`config.mk`:
```
export PLATFORM = sky130hd
export DESIGN_NAME = nearest_neighbor_zoom_addresser_top
export DESIGN_NICKNAME = d
export VERILOG_FILES = /design/src/sv/nnza_pkg.sv /design/src/sv/nearest_neighbor_zoom_addresser_top.sv
export SDC_FILE = /design/constraint.sdc
export NUM_CORES = 2
export LEC_CHECK = 0
export BUFFER_PORTS_ARGS = -buffer_cell sky130_fd_sc_hd__buf_2
export CAP_MARGIN = 10
export CORE_MARGIN = 1
export CORE_UTILIZATION = 50
export CTS_CLUSTER_SIZE = 10
export DETAILED_ROUTE_END_ITERATION = 6
export PLACE_DENSITY = 0.66
export SLEW_MARGIN = 20
export SYNTH_ARGS = -nofsm -noshare
export SYNTH_HDL_FRONTEND = slang
export SYNTH_SLANG_ARGS = --single-unit
```
`constraint.sdc`:
```
create_clock -name clk -period 6.65 [get_ports clk]
set_input_delay 0.3325 -clock clk [delete_from_list [all_inputs] [get_ports clk]]
set_output_delay 0.3325 -clock clk [all_outputs]
set_load 0.03 [all_outputs]
```
`src/sv/nnza_pkg.sv`:
```
// ----------------------------------------------------------------------------
// nnza_pkg
// Types, constants and helper functions for the nearest-neighbor zoom
// addresser: payload structs, register indexes and one divider step.
// ----------------------------------------------------------------------------
package nnza_pkg;

    // Default frame sizes
    localparam int DEF_SRC_WIDTH  = 1024;
    localparam int DEF_SRC_HEIGHT = 1024;
    localparam int DEF_DST_WIDTH  = 1024;
    localparam int DEF_DST_HEIGHT = 1024;

    // Field widths
    localparam int CFG_IDX_W  = 4;               // room for indexes past the last register
    localparam int CFG_DATA_W = 12;
    localparam int OFS_W      = 12;              // offset_x / offset_y
    localparam int ADDR_W     = 20;              // frame byte offsets
    localparam int SPAN_W     = 14;              // right - left + 1, signed
    localparam int POS_W      = 14;              // absolute positions, signed
    localparam int DIV_W      = 13;              // positive span, up to 4096
    localparam int QUO_W      = 12;              // quotient < source span
    localparam int NUM_W      = 2 * QUO_W;       // dividend < 2^24
    localparam int PIX_W      = 11;              // in-frame coordinate, frames up to 2048
    localparam int FRAME_W    = 12;              // frame size value, up to 2048
    localparam int LIN_W      = PIX_W + FRAME_W; // row * width + column before wrap

    // One quotient bit per divider stage
    localparam int DIV_STAGES = QUO_W;
    // Sampled edges from an accepted start to its done strobe
    localparam int ZM_LATENCY = DIV_STAGES + 4;

    // Register indexes
    localparam logic [CFG_IDX_W-1:0] REG_SRC_LEFT   = 4'd0;
    localparam logic [CFG_IDX_W-1:0] REG_SRC_TOP    = 4'd1;
    localparam logic [CFG_IDX_W-1:0] REG_SRC_RIGHT  = 4'd2;
    localparam logic [CFG_IDX_W-1:0] REG_SRC_BOTTOM = 4'd3;
    localparam logic [CFG_IDX_W-1:0] REG_DST_LEFT   = 4'd4;
    localparam logic [CFG_IDX_W-1:0] REG_DST_TOP    = 4'd5;
    localparam logic [CFG_IDX_W-1:0] REG_DST_RIGHT  = 4'd6;
    localparam logic [CFG_IDX_W-1:0] REG_DST_BOTTOM = 4'd7;

    typedef struct packed {
        logic [OFS_W-1:0] offset_x;
        logic [OFS_W-1:0] offset_y;
    } in_item_t;

    typedef struct packed {
        logic [ADDR_W-1:0] src_offset;
        logic [ADDR_W-1:0] dst_offset;
        logic              write_enable;
    } out_item_t;

    // Per-axis divider state
    typedef struct packed {
        logic [DIV_W-1:0] rem;
        logic [QUO_W-1:0] numlo;
        logic [QUO_W-1:0] quo;
    } axis_t;

    // Side data carried past the divider
    typedef struct packed {
        logic                    ok;
        logic signed [POS_W-1:0] ax;
        logic signed [POS_W-1:0] ay;
    } side_t;

    function automatic logic signed [SPAN_W-1:0] sext_cfg(input logic [CFG_DATA_W-1:0] v);
        return {{(SPAN_W-CFG_DATA_W){v[CFG_DATA_W-1]}}, v};
    endfunction

    // Restoring division, one quotient bit
    function automatic axis_t div_step(input axis_t a, input logic [DIV_W-1:0] d);
        logic [DIV_W:0] t;
        logic [DIV_W:0] diff;
        axis_t          r;
        t       = {a.rem, a.numlo[QUO_W-1]};
        diff    = t - {1'b0, d};
        r.numlo = {a.numlo[QUO_W-2:0], 1'b0};
        if (t >= {1'b0, d})
        begin
            r.rem = diff[DIV_W-1:0];
            r.quo = {a.quo[QUO_W-2:0], 1'b1};
        end
        else
        begin
            r.rem = t[DIV_W-1:0];
            r.quo = {a.quo[QUO_W-2:0], 1'b0};
        end
        return r;
    endfunction

endpackage

```
`src/sv/nearest_neighbor_zoom_addresser_top.sv`:
```
// ----------------------------------------------------------------------------
// nearest_neighbor_zoom_addresser_top
// Maps a destination pixel offset to source and destination frame byte
// offsets by nearest-neighbor scaling, with a write-enable for the copy.
// ----------------------------------------------------------------------------
// Order: stages 1 and 2, the divider stages, stage 3, then stage 4 drives done.
// Throughput: one item per cycle; busy stays low, each divider stage makes
//   one quotient bit per axis, so twelve stages set the depth.
// Reset (rst_n low, async): pipeline valid bits and corner registers clear
//   to 0, span registers to 1; other datapath registers are not reset.
// Results cannot be stalled: done is a one-cycle strobe.
// ----------------------------------------------------------------------------
module nearest_neighbor_zoom_addresser_top
    import nnza_pkg::*;
#(
    parameter int SRC_WIDTH  = DEF_SRC_WIDTH,
    parameter int SRC_HEIGHT = DEF_SRC_HEIGHT,
    parameter int DST_WIDTH  = DEF_DST_WIDTH,
    parameter int DST_HEIGHT = DEF_DST_HEIGHT
)
(
    input  logic                  clk,
    input  logic                  rst_n,
    input  logic                  start,
    output logic                  busy,
    input  in_item_t              item,
    output logic                  done,
    output out_item_t             result,
    input  logic                  cfg_valid,
    output logic                  cfg_ready,
    input  logic [CFG_IDX_W-1:0]  cfg_index,
    input  logic [CFG_DATA_W-1:0] cfg_data
);

    // Frame limits as signed positions for the bounds checks
    localparam logic signed [POS_W-1:0] SRC_W_LIM = POS_W'(SRC_WIDTH);
    localparam logic signed [POS_W-1:0] SRC_H_LIM = POS_W'(SRC_HEIGHT);
    localparam logic signed [POS_W-1:0] DST_W_LIM = POS_W'(DST_WIDTH);
    localparam logic signed [POS_W-1:0] DST_H_LIM = POS_W'(DST_HEIGHT);
    localparam logic signed [SPAN_W-1:0] SPAN_ONE = SPAN_W'(1);

    // The pipeline never holds off: a new item every cycle. Register writes
    // always complete in one transfer.
    assign busy      = 1'b0;
    assign cfg_ready = 1'b1;

    // ------------------------------------------------------------------
    // Configuration registers
    // ------------------------------------------------------------------
    logic [CFG_DATA_W-1:0] src_left_reg, src_top_reg, src_right_reg, src_bottom_reg;
    logic [CFG_DATA_W-1:0] dst_left_reg, dst_top_reg, dst_right_reg, dst_bottom_reg;

    always_ff @(posedge clk or negedge rst_n)
    begin
        if (!rst_n)
        begin
            src_left_reg   <= '0;
            src_top_reg    <= '0;
            src_right_reg  <= '0;
            src_bottom_reg <= '0;
            dst_left_reg   <= '0;
            dst_top_reg    <= '0;
            dst_right_reg  <= '0;
            dst_bottom_reg <= '0;
        end
        else if (cfg_valid && cfg_ready)
        begin
            unique case (cfg_index)
                REG_SRC_LEFT:   src_left_reg   <= cfg_data;
                REG_SRC_TOP:    src_top_reg    <= cfg_data;
                REG_SRC_RIGHT:  src_right_reg  <= cfg_data;
                REG_SRC_BOTTOM: src_bottom_reg <= cfg_data;
                REG_DST_LEFT:   dst_left_reg   <= cfg_data;
                REG_DST_TOP:    dst_top_reg    <= cfg_data;
                REG_DST_RIGHT:  dst_right_reg  <= cfg_data;
                REG_DST_BOTTOM: dst_bottom_reg <= cfg_data;
                default:        ; // indexes past the last register are dropped
            endcase
        end
    end

    // ------------------------------------------------------------------
    // Spans, refreshed every cycle. The user must change registers
    // only while the pipeline is empty; nothing enforces it. Spans
    // are first used in stage 2, so a write before start is seen.
    // ------------------------------------------------------------------
    logic signed [SPAN_W-1:0] sspan_x_reg, sspan_y_reg, dspan_x_reg, dspan_y_reg;
    logic signed [SPAN_W-1:0] sspan_x_next, sspan_y_next, dspan_x_next, dspan_y_next;

    always_comb
    begin
        sspan_x_next = sext_cfg(src_right_reg)  - sext_cfg(src_left_reg) + SPAN_ONE;
        sspan_y_next = sext_cfg(src_bottom_reg) - sext_cfg(src_top_reg)  + SPAN_ONE;
        dspan_x_next = sext_cfg(dst_right_reg)  - sext_cfg(dst_left_reg) + SPAN_ONE;
        dspan_y_next = sext_cfg(dst_bottom_reg) - sext_cfg(dst_top_reg)  + SPAN_ONE;
    end

    always_ff @(posedge clk or negedge rst_n)
    begin
        if (!rst_n)
        begin
            sspan_x_reg <= SPAN_ONE;
            sspan_y_reg <= SPAN_ONE;
            dspan_x_reg <= SPAN_ONE;
            dspan_y_reg <= SPAN_ONE;
        end
        else
        begin
            sspan_x_reg <= sspan_x_next;
            sspan_y_reg <= sspan_y_next;
            dspan_x_reg <= dspan_x_next;
            dspan_y_reg <= dspan_y_next;
        end
    end

    // ------------------------------------------------------------------
    // Stage 1: input capture
    // ------------------------------------------------------------------
    logic     s1_valid_reg;
    in_item_t s1_item_reg;

    always_ff @(posedge clk or negedge rst_n)
    begin
        if (!rst_n)
            s1_valid_reg <= 1'b0;
        else
            s1_valid_reg <= start && !busy;
    end

    always_ff @(posedge clk)
    begin
        s1_item_reg <= item;
    end

    // ------------------------------------------------------------------
    // Stage 2: range checks, dividends, absolute destination position
    // ------------------------------------------------------------------
    logic                     spans_pos;
    logic                     in_rect;
    logic signed [SPAN_W-1:0] ox_s, oy_s;
    logic [OFS_W+DIV_W-1:0]   prod_x, prod_y;
    side_t                    s2_side_next;

    always_comb
    begin
        ox_s      = $signed({{(SPAN_W-OFS_W){1'b0}}, s1_item_reg.offset_x});
        oy_s      = $signed({{(SPAN_W-OFS_W){1'b0}}, s1_item_reg.offset_y});
        spans_pos = (sspan_x_reg > 0) && (sspan_y_reg > 0)
                 && (dspan_x_reg > 0) && (dspan_y_reg > 0);
        in_rect   = (ox_s < dspan_x_reg) && (oy_s < dspan_y_reg);
        // ox < dspan keeps the product below 2^24 and the quotient below 2^12
        prod_x    = s1_item_reg.offset_x * sspan_x_reg[DIV_W-1:0];
        prod_y    = s1_item_reg.offset_y * sspan_y_reg[DIV_W-1:0];
        s2_side_next.ok = spans_pos && in_rect;
        s2_side_next.ax = ox_s + sext_cfg(dst_left_reg);
        s2_side_next.ay = oy_s + sext_cfg(dst_top_reg);
    end

    logic             s2_valid_reg;
    side_t            s2_side_reg;
    logic [NUM_W-1:0] s2_num_x_reg, s2_num_y_reg;

    always_ff @(posedge clk or negedge rst_n)
    begin
        if (!rst_n)
            s2_valid_reg <= 1'b0;
        else
            s2_valid_reg <= s1_valid_reg;
    end

    always_ff @(posedge clk)
    begin
        s2_side_reg  <= s2_side_next;
        s2_num_x_reg <= prod_x[NUM_W-1:0];
        s2_num_y_reg <= prod_y[NUM_W-1:0];
    end

    // ------------------------------------------------------------------
    // Divider: DIV_STAGES restoring stages per axis. The high half of the
    // dividend starts as the remainder since it is already below the span.
    // ------------------------------------------------------------------
    axis_t div_init_x, div_init_y;

    always_comb
    begin
        div_init_x.rem   = {1'b0, s2_num_x_reg[NUM_W-1:QUO_W]};
        div_init_x.numlo = s2_num_x_reg[QUO_W-1:0];
        div_init_x.quo   = '0;
        div_init_y.rem   = {1'b0, s2_num_y_reg[NUM_W-1:QUO_W]};
        div_init_y.numlo = s2_num_y_reg[QUO_W-1:0];
        div_init_y.quo   = '0;
    end

    logic  dv_valid_reg [DIV_STAGES];
    axis_t dx_reg       [DIV_STAGES];
    axis_t dy_reg       [DIV_STAGES];
    side_t dside_reg    [DIV_STAGES];

    genvar k;
    generate
        for (k = 0; k < DIV_STAGES; k++)
        begin : g_div
            logic  valid_in;
            axis_t x_in, y_in;
            side_t side_in;

            if (k == 0)
            begin : g_first
                assign valid_in = s2_valid_reg;
                assign x_in     = div_init_x;
                assign y_in     = div_init_y;
                assign side_in  = s2_side_reg;
            end
            else
            begin : g_next
                assign valid_in = dv_valid_reg[k-1];
                assign x_in     = dx_reg[k-1];
                assign y_in     = dy_reg[k-1];
                assign side_in  = dside_reg[k-1];
            end

            always_ff @(posedge clk or negedge rst_n)
            begin
                if (!rst_n)
                    dv_valid_reg[k] <= 1'b0;
                else
                    dv_valid_reg[k] <= valid_in;
            end

            always_ff @(posedge clk)
            begin
                dx_reg[k]    <= div_step(x_in, dspan_x_reg[DIV_W-1:0]);
                dy_reg[k]    <= div_step(y_in, dspan_y_reg[DIV_W-1:0]);
                dside_reg[k] <= side_in;
            end
        end
    endgenerate

    // ------------------------------------------------------------------
    // Stage 3: source position and frame bounds
    // ------------------------------------------------------------------
    logic signed [POS_W-1:0] sx, sy;
    side_t                   last_side;
    logic                    s3_ok_next;

    always_comb
    begin
        last_side  = dside_reg[DIV_STAGES-1];
        sx = $signed({{(POS_W-QUO_W){1'b0}}, dx_reg[DIV_STAGES-1].quo}) + sext_cfg(src_left_reg);
        sy = $signed({{(POS_W-QUO_W){1'b0}}, dy_reg[DIV_STAGES-1].quo}) + sext_cfg(src_top_reg);
        s3_ok_next = last_side.ok
                  && (sx >= 0) && (sx < SRC_W_LIM)
                  && (sy >= 0) && (sy < SRC_H_LIM)
                  && (last_side.ax >= 0) && (last_side.ax < DST_W_LIM)
                  && (last_side.ay >= 0) && (last_side.ay < DST_H_LIM);
    end

    logic             s3_valid_reg;
    logic             s3_ok_reg;
    logic [PIX_W-1:0] s3_sx_reg, s3_sy_reg, s3_ax_reg, s3_ay_reg;

    always_ff @(posedge clk or negedge rst_n)
    begin
        if (!rst_n)
            s3_valid_reg <= 1'b0;
        else
            s3_valid_reg <= dv_valid_reg[DIV_STAGES-1];
    end

    always_ff @(posedge clk)
    begin
        s3_ok_reg <= s3_ok_next;
        s3_sx_reg <= sx[PIX_W-1:0];
        s3_sy_reg <= sy[PIX_W-1:0];
        s3_ax_reg <= last_side.ax[PIX_W-1:0];
        s3_ay_reg <= last_side.ay[PIX_W-1:0];
    end

    // ------------------------------------------------------------------
    // Stage 4: linear offsets (row * width + column), wrapped to 20 bits;
    // a skipped pixel reports zero offsets.
    // ------------------------------------------------------------------
    logic [LIN_W-1:0] src_lin, dst_lin;
    out_item_t        result_next;

    always_comb
    begin
        src_lin = LIN_W'(s3_sy_reg) * LIN_W'(SRC_WIDTH) + LIN_W'(s3_sx_reg);
        dst_lin = LIN_W'(s3_ay_reg) * LIN_W'(DST_WIDTH) + LIN_W'(s3_ax_reg);
        result_next.write_enable = s3_ok_reg;
        result_next.src_offset   = s3_ok_reg ? src_lin[ADDR_W-1:0] : '0;
        result_next.dst_offset   = s3_ok_reg ? dst_lin[ADDR_W-1:0] : '0;
    end

    logic      done_reg;
    out_item_t result_reg;

    always_ff @(posedge clk or negedge rst_n)
    begin
        if (!rst_n)
            done_reg <= 1'b0;
        else
            done_reg <= s3_valid_reg;
    end

    always_ff @(posedge clk)
    begin
        result_reg <= result_next;
    end

    assign done   = done_reg;
    assign result = result_reg;

endmodule

```
### After elaboration in Yosys (flattened, before gate mapping)

Memory sizes are Yosys's and may differ from the RTL's.
Cells that the tools add are included.

* add/sub/neg operators: 38
* multiply operators: 2
* divide/modulo/power cells: 0
* magnitude comparators: 38
* equality and inequality tests: 7
* shifts and indexed selects: 0
* mux-type cells: 48
* bitwise logic cells: 0
* reduce and logical (&&, ||, !) cells: 22

Operators with widths (count)
* two-way mux 13 bit: 24
* subtractor 13 bit: 24
* greater-or-equal comparator 14 x 13 -> 1 bit: 22
* adder 13 x 12 -> 14 bit: 4
* adder 13 x 2 -> 14 bit (second input constant): 4
* greater-or-equal comparator 14 x 1 -> 1 bit (second input constant): 4
* greater-than comparator 14 x 1 -> 1 bit (second input constant): 4
* less-than comparator 14 x 12 -> 1 bit (second input constant): 4
* subtractor 12 x 12 -> 13 bit: 4
* multiplier 12 x 13 -> 24 bit: 2
* adder 20 x 11 -> 20 bit: 2
* less-than comparator 13 x 14 -> 1 bit: 2
* greater-or-equal comparator 13 bit: 2
* two-way mux 1 bit: 24
* equality test 4 x 3 -> 1 bit (second input constant): 4
* AND reduction 2 bit: 8
* logical AND 1 bit: 13
* equality test 4 x 2 -> 1 bit (second input constant): 2
* equality test 4 x 1 -> 1 bit (second input constant): 1
* logical NOT 4 bit: 1

* flip-flop bits (word level): 353
* latch bits: 0
* RAM bits: 1212
* bits in read-only memories: 0
* input port bits: 44
* output and inout bits: 44
* logic and storage cells: 201
* memories: 3

Memory list
* dx_reg: depth 12, width 36, rd ports 12, clocked after memory_dff 0, write ports 12, line nearest_neighbor_zoom_addresser_top.sv:195 `axis_t dx_reg [DIV_STAGES];`
* dy_reg: depth 12, width 36, rd ports 12, clocked after memory_dff 0, write ports 12, line nearest_neighbor_zoom_addresser_top.sv:196 `axis_t dy_reg [DIV_STAGES];`
* dside_reg: depth 12, width 29, rd ports 12, clocked after memory_dff 0, write ports 12, line nearest_neighbor_zoom_addresser_top.sv:197 `side_t dside_reg [DIV_STAGES];`

### Logic depth before layout (Yosys ltp)

An unclocked memory read counts as a cell.

* depth in word-level cells: 11
* depth in mapped cells: 22
* depth with buffers taken out: 21

### Worst setup path after synthesis

OpenSTA, ideal clock, no wires.

* kind: register to register
* from: register sspan_x_reg[0]
* to: register s2_num_x_reg[23]
* library setup time: 0.072 ns
* arrival: 5.719 ns
* data required time: 6.578 ns
* path slack: 0.858 ns
* cell stages (with the launch flop): 21
* buffers on the path: 1
* clock period less this slack: 5.792 ns
* cell sequence: dfstp_2 -> buf_1 -> nand2_1 -> fa_1 -> fa_1 -> inv_1 -> fa_1 -> fa_1 -> inv_1 -> fa_1 -> inv_1 -> ha_1 -> and2_1 -> a221o_1 -> a31oi_1 -> o21bai_1 -> a41o_1 -> o41ai_2 -> o2111ai_1 -> a21oi_1 -> xnor2_1

* word-level cells in the longest chain between the ends: 1

Ends and longest elaborated chain
* from (decl): line nearest_neighbor_zoom_addresser_top.sv:87 `logic signed [SPAN_W-1:0] sspan_x_reg, sspan_y_reg, dspan_x_reg, dspan_y_reg;`
* from (signal assigned): line nearest_neighbor_zoom_addresser_top.sv:109 `sspan_x_reg <= sspan_x_next;`
* multiplier 12 x 13 -> 24 bit: line nearest_neighbor_zoom_addresser_top.sv:152 `prod_x = s1_item_reg.offset_x * sspan_x_reg[DIV_W-1:0];`
* named net prod_x[23]: line nearest_neighbor_zoom_addresser_top.sv:141 `logic [OFS_W+DIV_W-1:0] prod_x, prod_y;`
* to (signal assigned): line nearest_neighbor_zoom_addresser_top.sv:174 `s2_num_x_reg <= prod_x[NUM_W-1:0];`
* to (decl): line nearest_neighbor_zoom_addresser_top.sv:161 `logic [NUM_W-1:0] s2_num_x_reg, s2_num_y_reg;`

The timed path passes the listed nets, and every way through them passes these cells.
A chain may end at the register's enable or synchronous reset.

### Worst setup path in the final report

* from: register sspan_x_reg[3]
* to: register s2_num_x_reg[23]

The elaborated chain is that of the path after synthesis.

==> impl_metrics.toml <==
[clock_network]
clk_pin_slew_ps = 60
post_cts_buffers = 0
htree_levels = 4
clkLatencyLatePin_ps = 790
cts-root-buf = "clkbuf_16"
clock_sinks = 1275
cts_made_buffers = 152
clock_path_buffers = 3
cts_tree = "built"

[synth]
synthTopCellsByArea = "dfxtp_1 37%, ha_1 13%, fa_1 8.3%"
ys_warn_count = 0
synth.distinct_cells = 75
synth_commonest_cells = "1107 x dfxtp_1, 606 x ha_1, 571 x inv_1"
syn-num-nets = 6315
synth-edff-count = 0
synth_top_area_cell = "dfxtp_1"
ys.flop_type = "dfxtp_1"
async_reset_ff_frac = 0.1318
syn-instance-count = 5417
synth_seq_cells = 1275
syn_avg_cell_area_um2 = 10.99
synth_top_area_frac = 0.3723
synth.most_common_cell = "dfxtp_1"
netlist_area_mm2 = 0.05952
yosysSeqAreaShare = 0.4431

[timing]
hold_violations = 0
period_minus_slack_ps = 6202
period_share = 0.9327
drv_slew = 0
relSlewSlack = 0.2218
tightest_slew_ps = 1166
fmax_mhz = 161.2
rsz0062_at_grt = "false"
fin_skew_ps = 63.06
fin_setup_tns_ps = 0
setup_viol = 0

[global_route]
grt_max_degree = 95
grt_first_pass_wirelength_mm = 209.2
antenna_found_initial = 18
grt_pass1_vias = 38847
grt.total_usage = 0.2211
grt_overflow_total = 0

[placed_design]
dpl-instance-area_mm2 = 0.06180
numPortBuffers = 85
finalWeightedCongestion = 0.8896
hpwl_mm = 97.18

[detailed_routing]
vias = 38104
first_pass_iters = 7
drt_first_iter_violations = 2128
vias_per_cell = 5.257
wl_mm = 130.7
detail_route.drc_violations = 2
final_antenna_net_count = 0
wl_per_cell_um = 18.03

[critical_path]
max_stage_delay_ps = 570
crit_required_ps = 7350
critPathLaunchType = "flop"
critPathSlowestCell = "dfrtp_1"
cp_max_fo = 13
arrival_ps = 6900
crit_path_end_kind = "flop"
worstSetupPathType = "reg2reg"
path_cells = "and2_1 -> fa_1 -> inv_1 -> fa_1 -> inv_1 -> fa_1 -> fa_1 -> inv_1 -> fa_1 -> inv_1 -> ha_1 -> and2_1 -> a221o_1 -> a31oi_1 -> o21bai_1 -> a41o_1 -> o41ai_2 -> o2111ai_1 -> a21oi_1 -> xnor2_1"
path_common_cell = "fa_1"

[floorplan]
boundaryPins = 88
core_region_area_mm2 = 0.1181
die_w_um = 347.0
die_h_um = 347.0
start_util = 0.5041
dieArea_mm2 = 0.1204
num_rows = 126

[hold_path]
hold_path_class = "in2reg"

[final_layout]
layout.nets = 6542
layout-drive-gt1-share = 0.1178
n_fill_cell = 9844
largest_reg_flops = 348
syn2layout_area_growth_pct = 12.17
fin_area_mm2 = 0.06677
antennaDiodeCount = 0

[flow_run]
maxCapViolCount = 0

[outcome]
violations = "DRC"
status = "finished with violations"
## final cells by class
cell class                      count  area [um^2]  share of cell area
Inverter                          571         2143             0.03210
Multi-Input combinational cell   3479        30630              0.4588
Tap cell                         1536         1922             0.02879
Sequential cell                  1275        26370              0.3950
Clock inverter                     25        506.7            0.007590
Clock buffer                      197         4054             0.06072
Timing Repair Buffer              165         1134             0.01698
## layer usage
metal,share of wire,vias to the layer above,GRT usage
li1,-,18752,-
met1,0.46,18398,0.3002
met2,0.46,740,0.3565
met3,0.052,196,0.04066
met4,0.023,18,0.06998
met5,0.00092,-,0
## cells by family (layout without fill, tap and decap cells)
group | Yosys count | count (layout) | synth area share
AND/OR/NAND/NOR | 1086 | 1086 | 0.09115
other | 2 | 2 | 0.0001262
adder cells (fa/ha/maj) | 854 | 854 | 0.2108
buffers and inverters | 663 | 958 | 0.04280
AO/OA/AOI/OAI | 843 | 843 | 0.09506
multiplexers | 355 | 355 | 0.06712
XOR/XNOR | 339 | 339 | 0.04988
flip-flops | 1275 | 1275 | 0.4431
## through the flow
stage | setup WS, ps | hold slack, ps | util | std cells
2_1_floorplan | 858.4 | 36.91 | - | 5417
3_3_place_gp | 548.6 | 309.7 | 0.5233 | 6987
3_5_place_dp | 489.0 | 312.1 | 0.5234 | 6987
4_1_cts | 429.9 | 50.51 | 0.5653 | 7248
5_1_grt | 92.06 | 51.63 | 0.5654 | 7248
6_report | 447.8 | 66.36 | 0.5654 | 7248
## cell usage in the layout, fill, tap and decap left out, drive strengths merged, types with 164 or more instances in the layout
master | netlist | routed
a21oi | 186 | 186
o21ai | 211 | 211
nand2 | 290 | 290
dfrtp | 164 | 164
mux2 | 311 | 311
clkbuf | 64 | 197
ha | 606 | 606
fa | 248 | 248
dfxtp | 1107 | 1107
xnor2 | 250 | 250
nor2 | 232 | 232
inv | 571 | 575
## timing repair
item | 4_1_cts | 5_1_grt
endpoints found under the hold margin | 162 | 0
hold buffers | 39 | 0
resized for setup | 0 | 0
## worst max-delay path: cells and delay by family, from the launching register on
kind	cells	cell delay (ps)
adder cells (fa/ha/maj)	6	2940
flip-flops	1	570
AO/OA/AOI/OAI	7	1770
buffers and inverters	4	210
XOR/XNOR	1	130
AND/OR/NAND/NOR	2	490
## worst paths after layout
path,startpoint,cells after the start,to,slack (ps)
min in group asynchronous,rst_n,2,g_div[1].valid_in,230
setup / recovery,sspan_x_reg[3],20,s2_num_x_reg[23],450
max in group asynchronous,rst_n,3,dst_left_reg[3],5120
hold reg to reg,dx_reg[2][80],0,dx_reg[2][117],290
hold / removal,cfg_index[0],3,dst_right_reg[1],70
setup reg to reg,sspan_x_reg[3],20,s2_num_x_reg[23],450
Power is not shown: default switching activity piles up to over one toggle a cycle in this logic, so the estimate is an artifact.
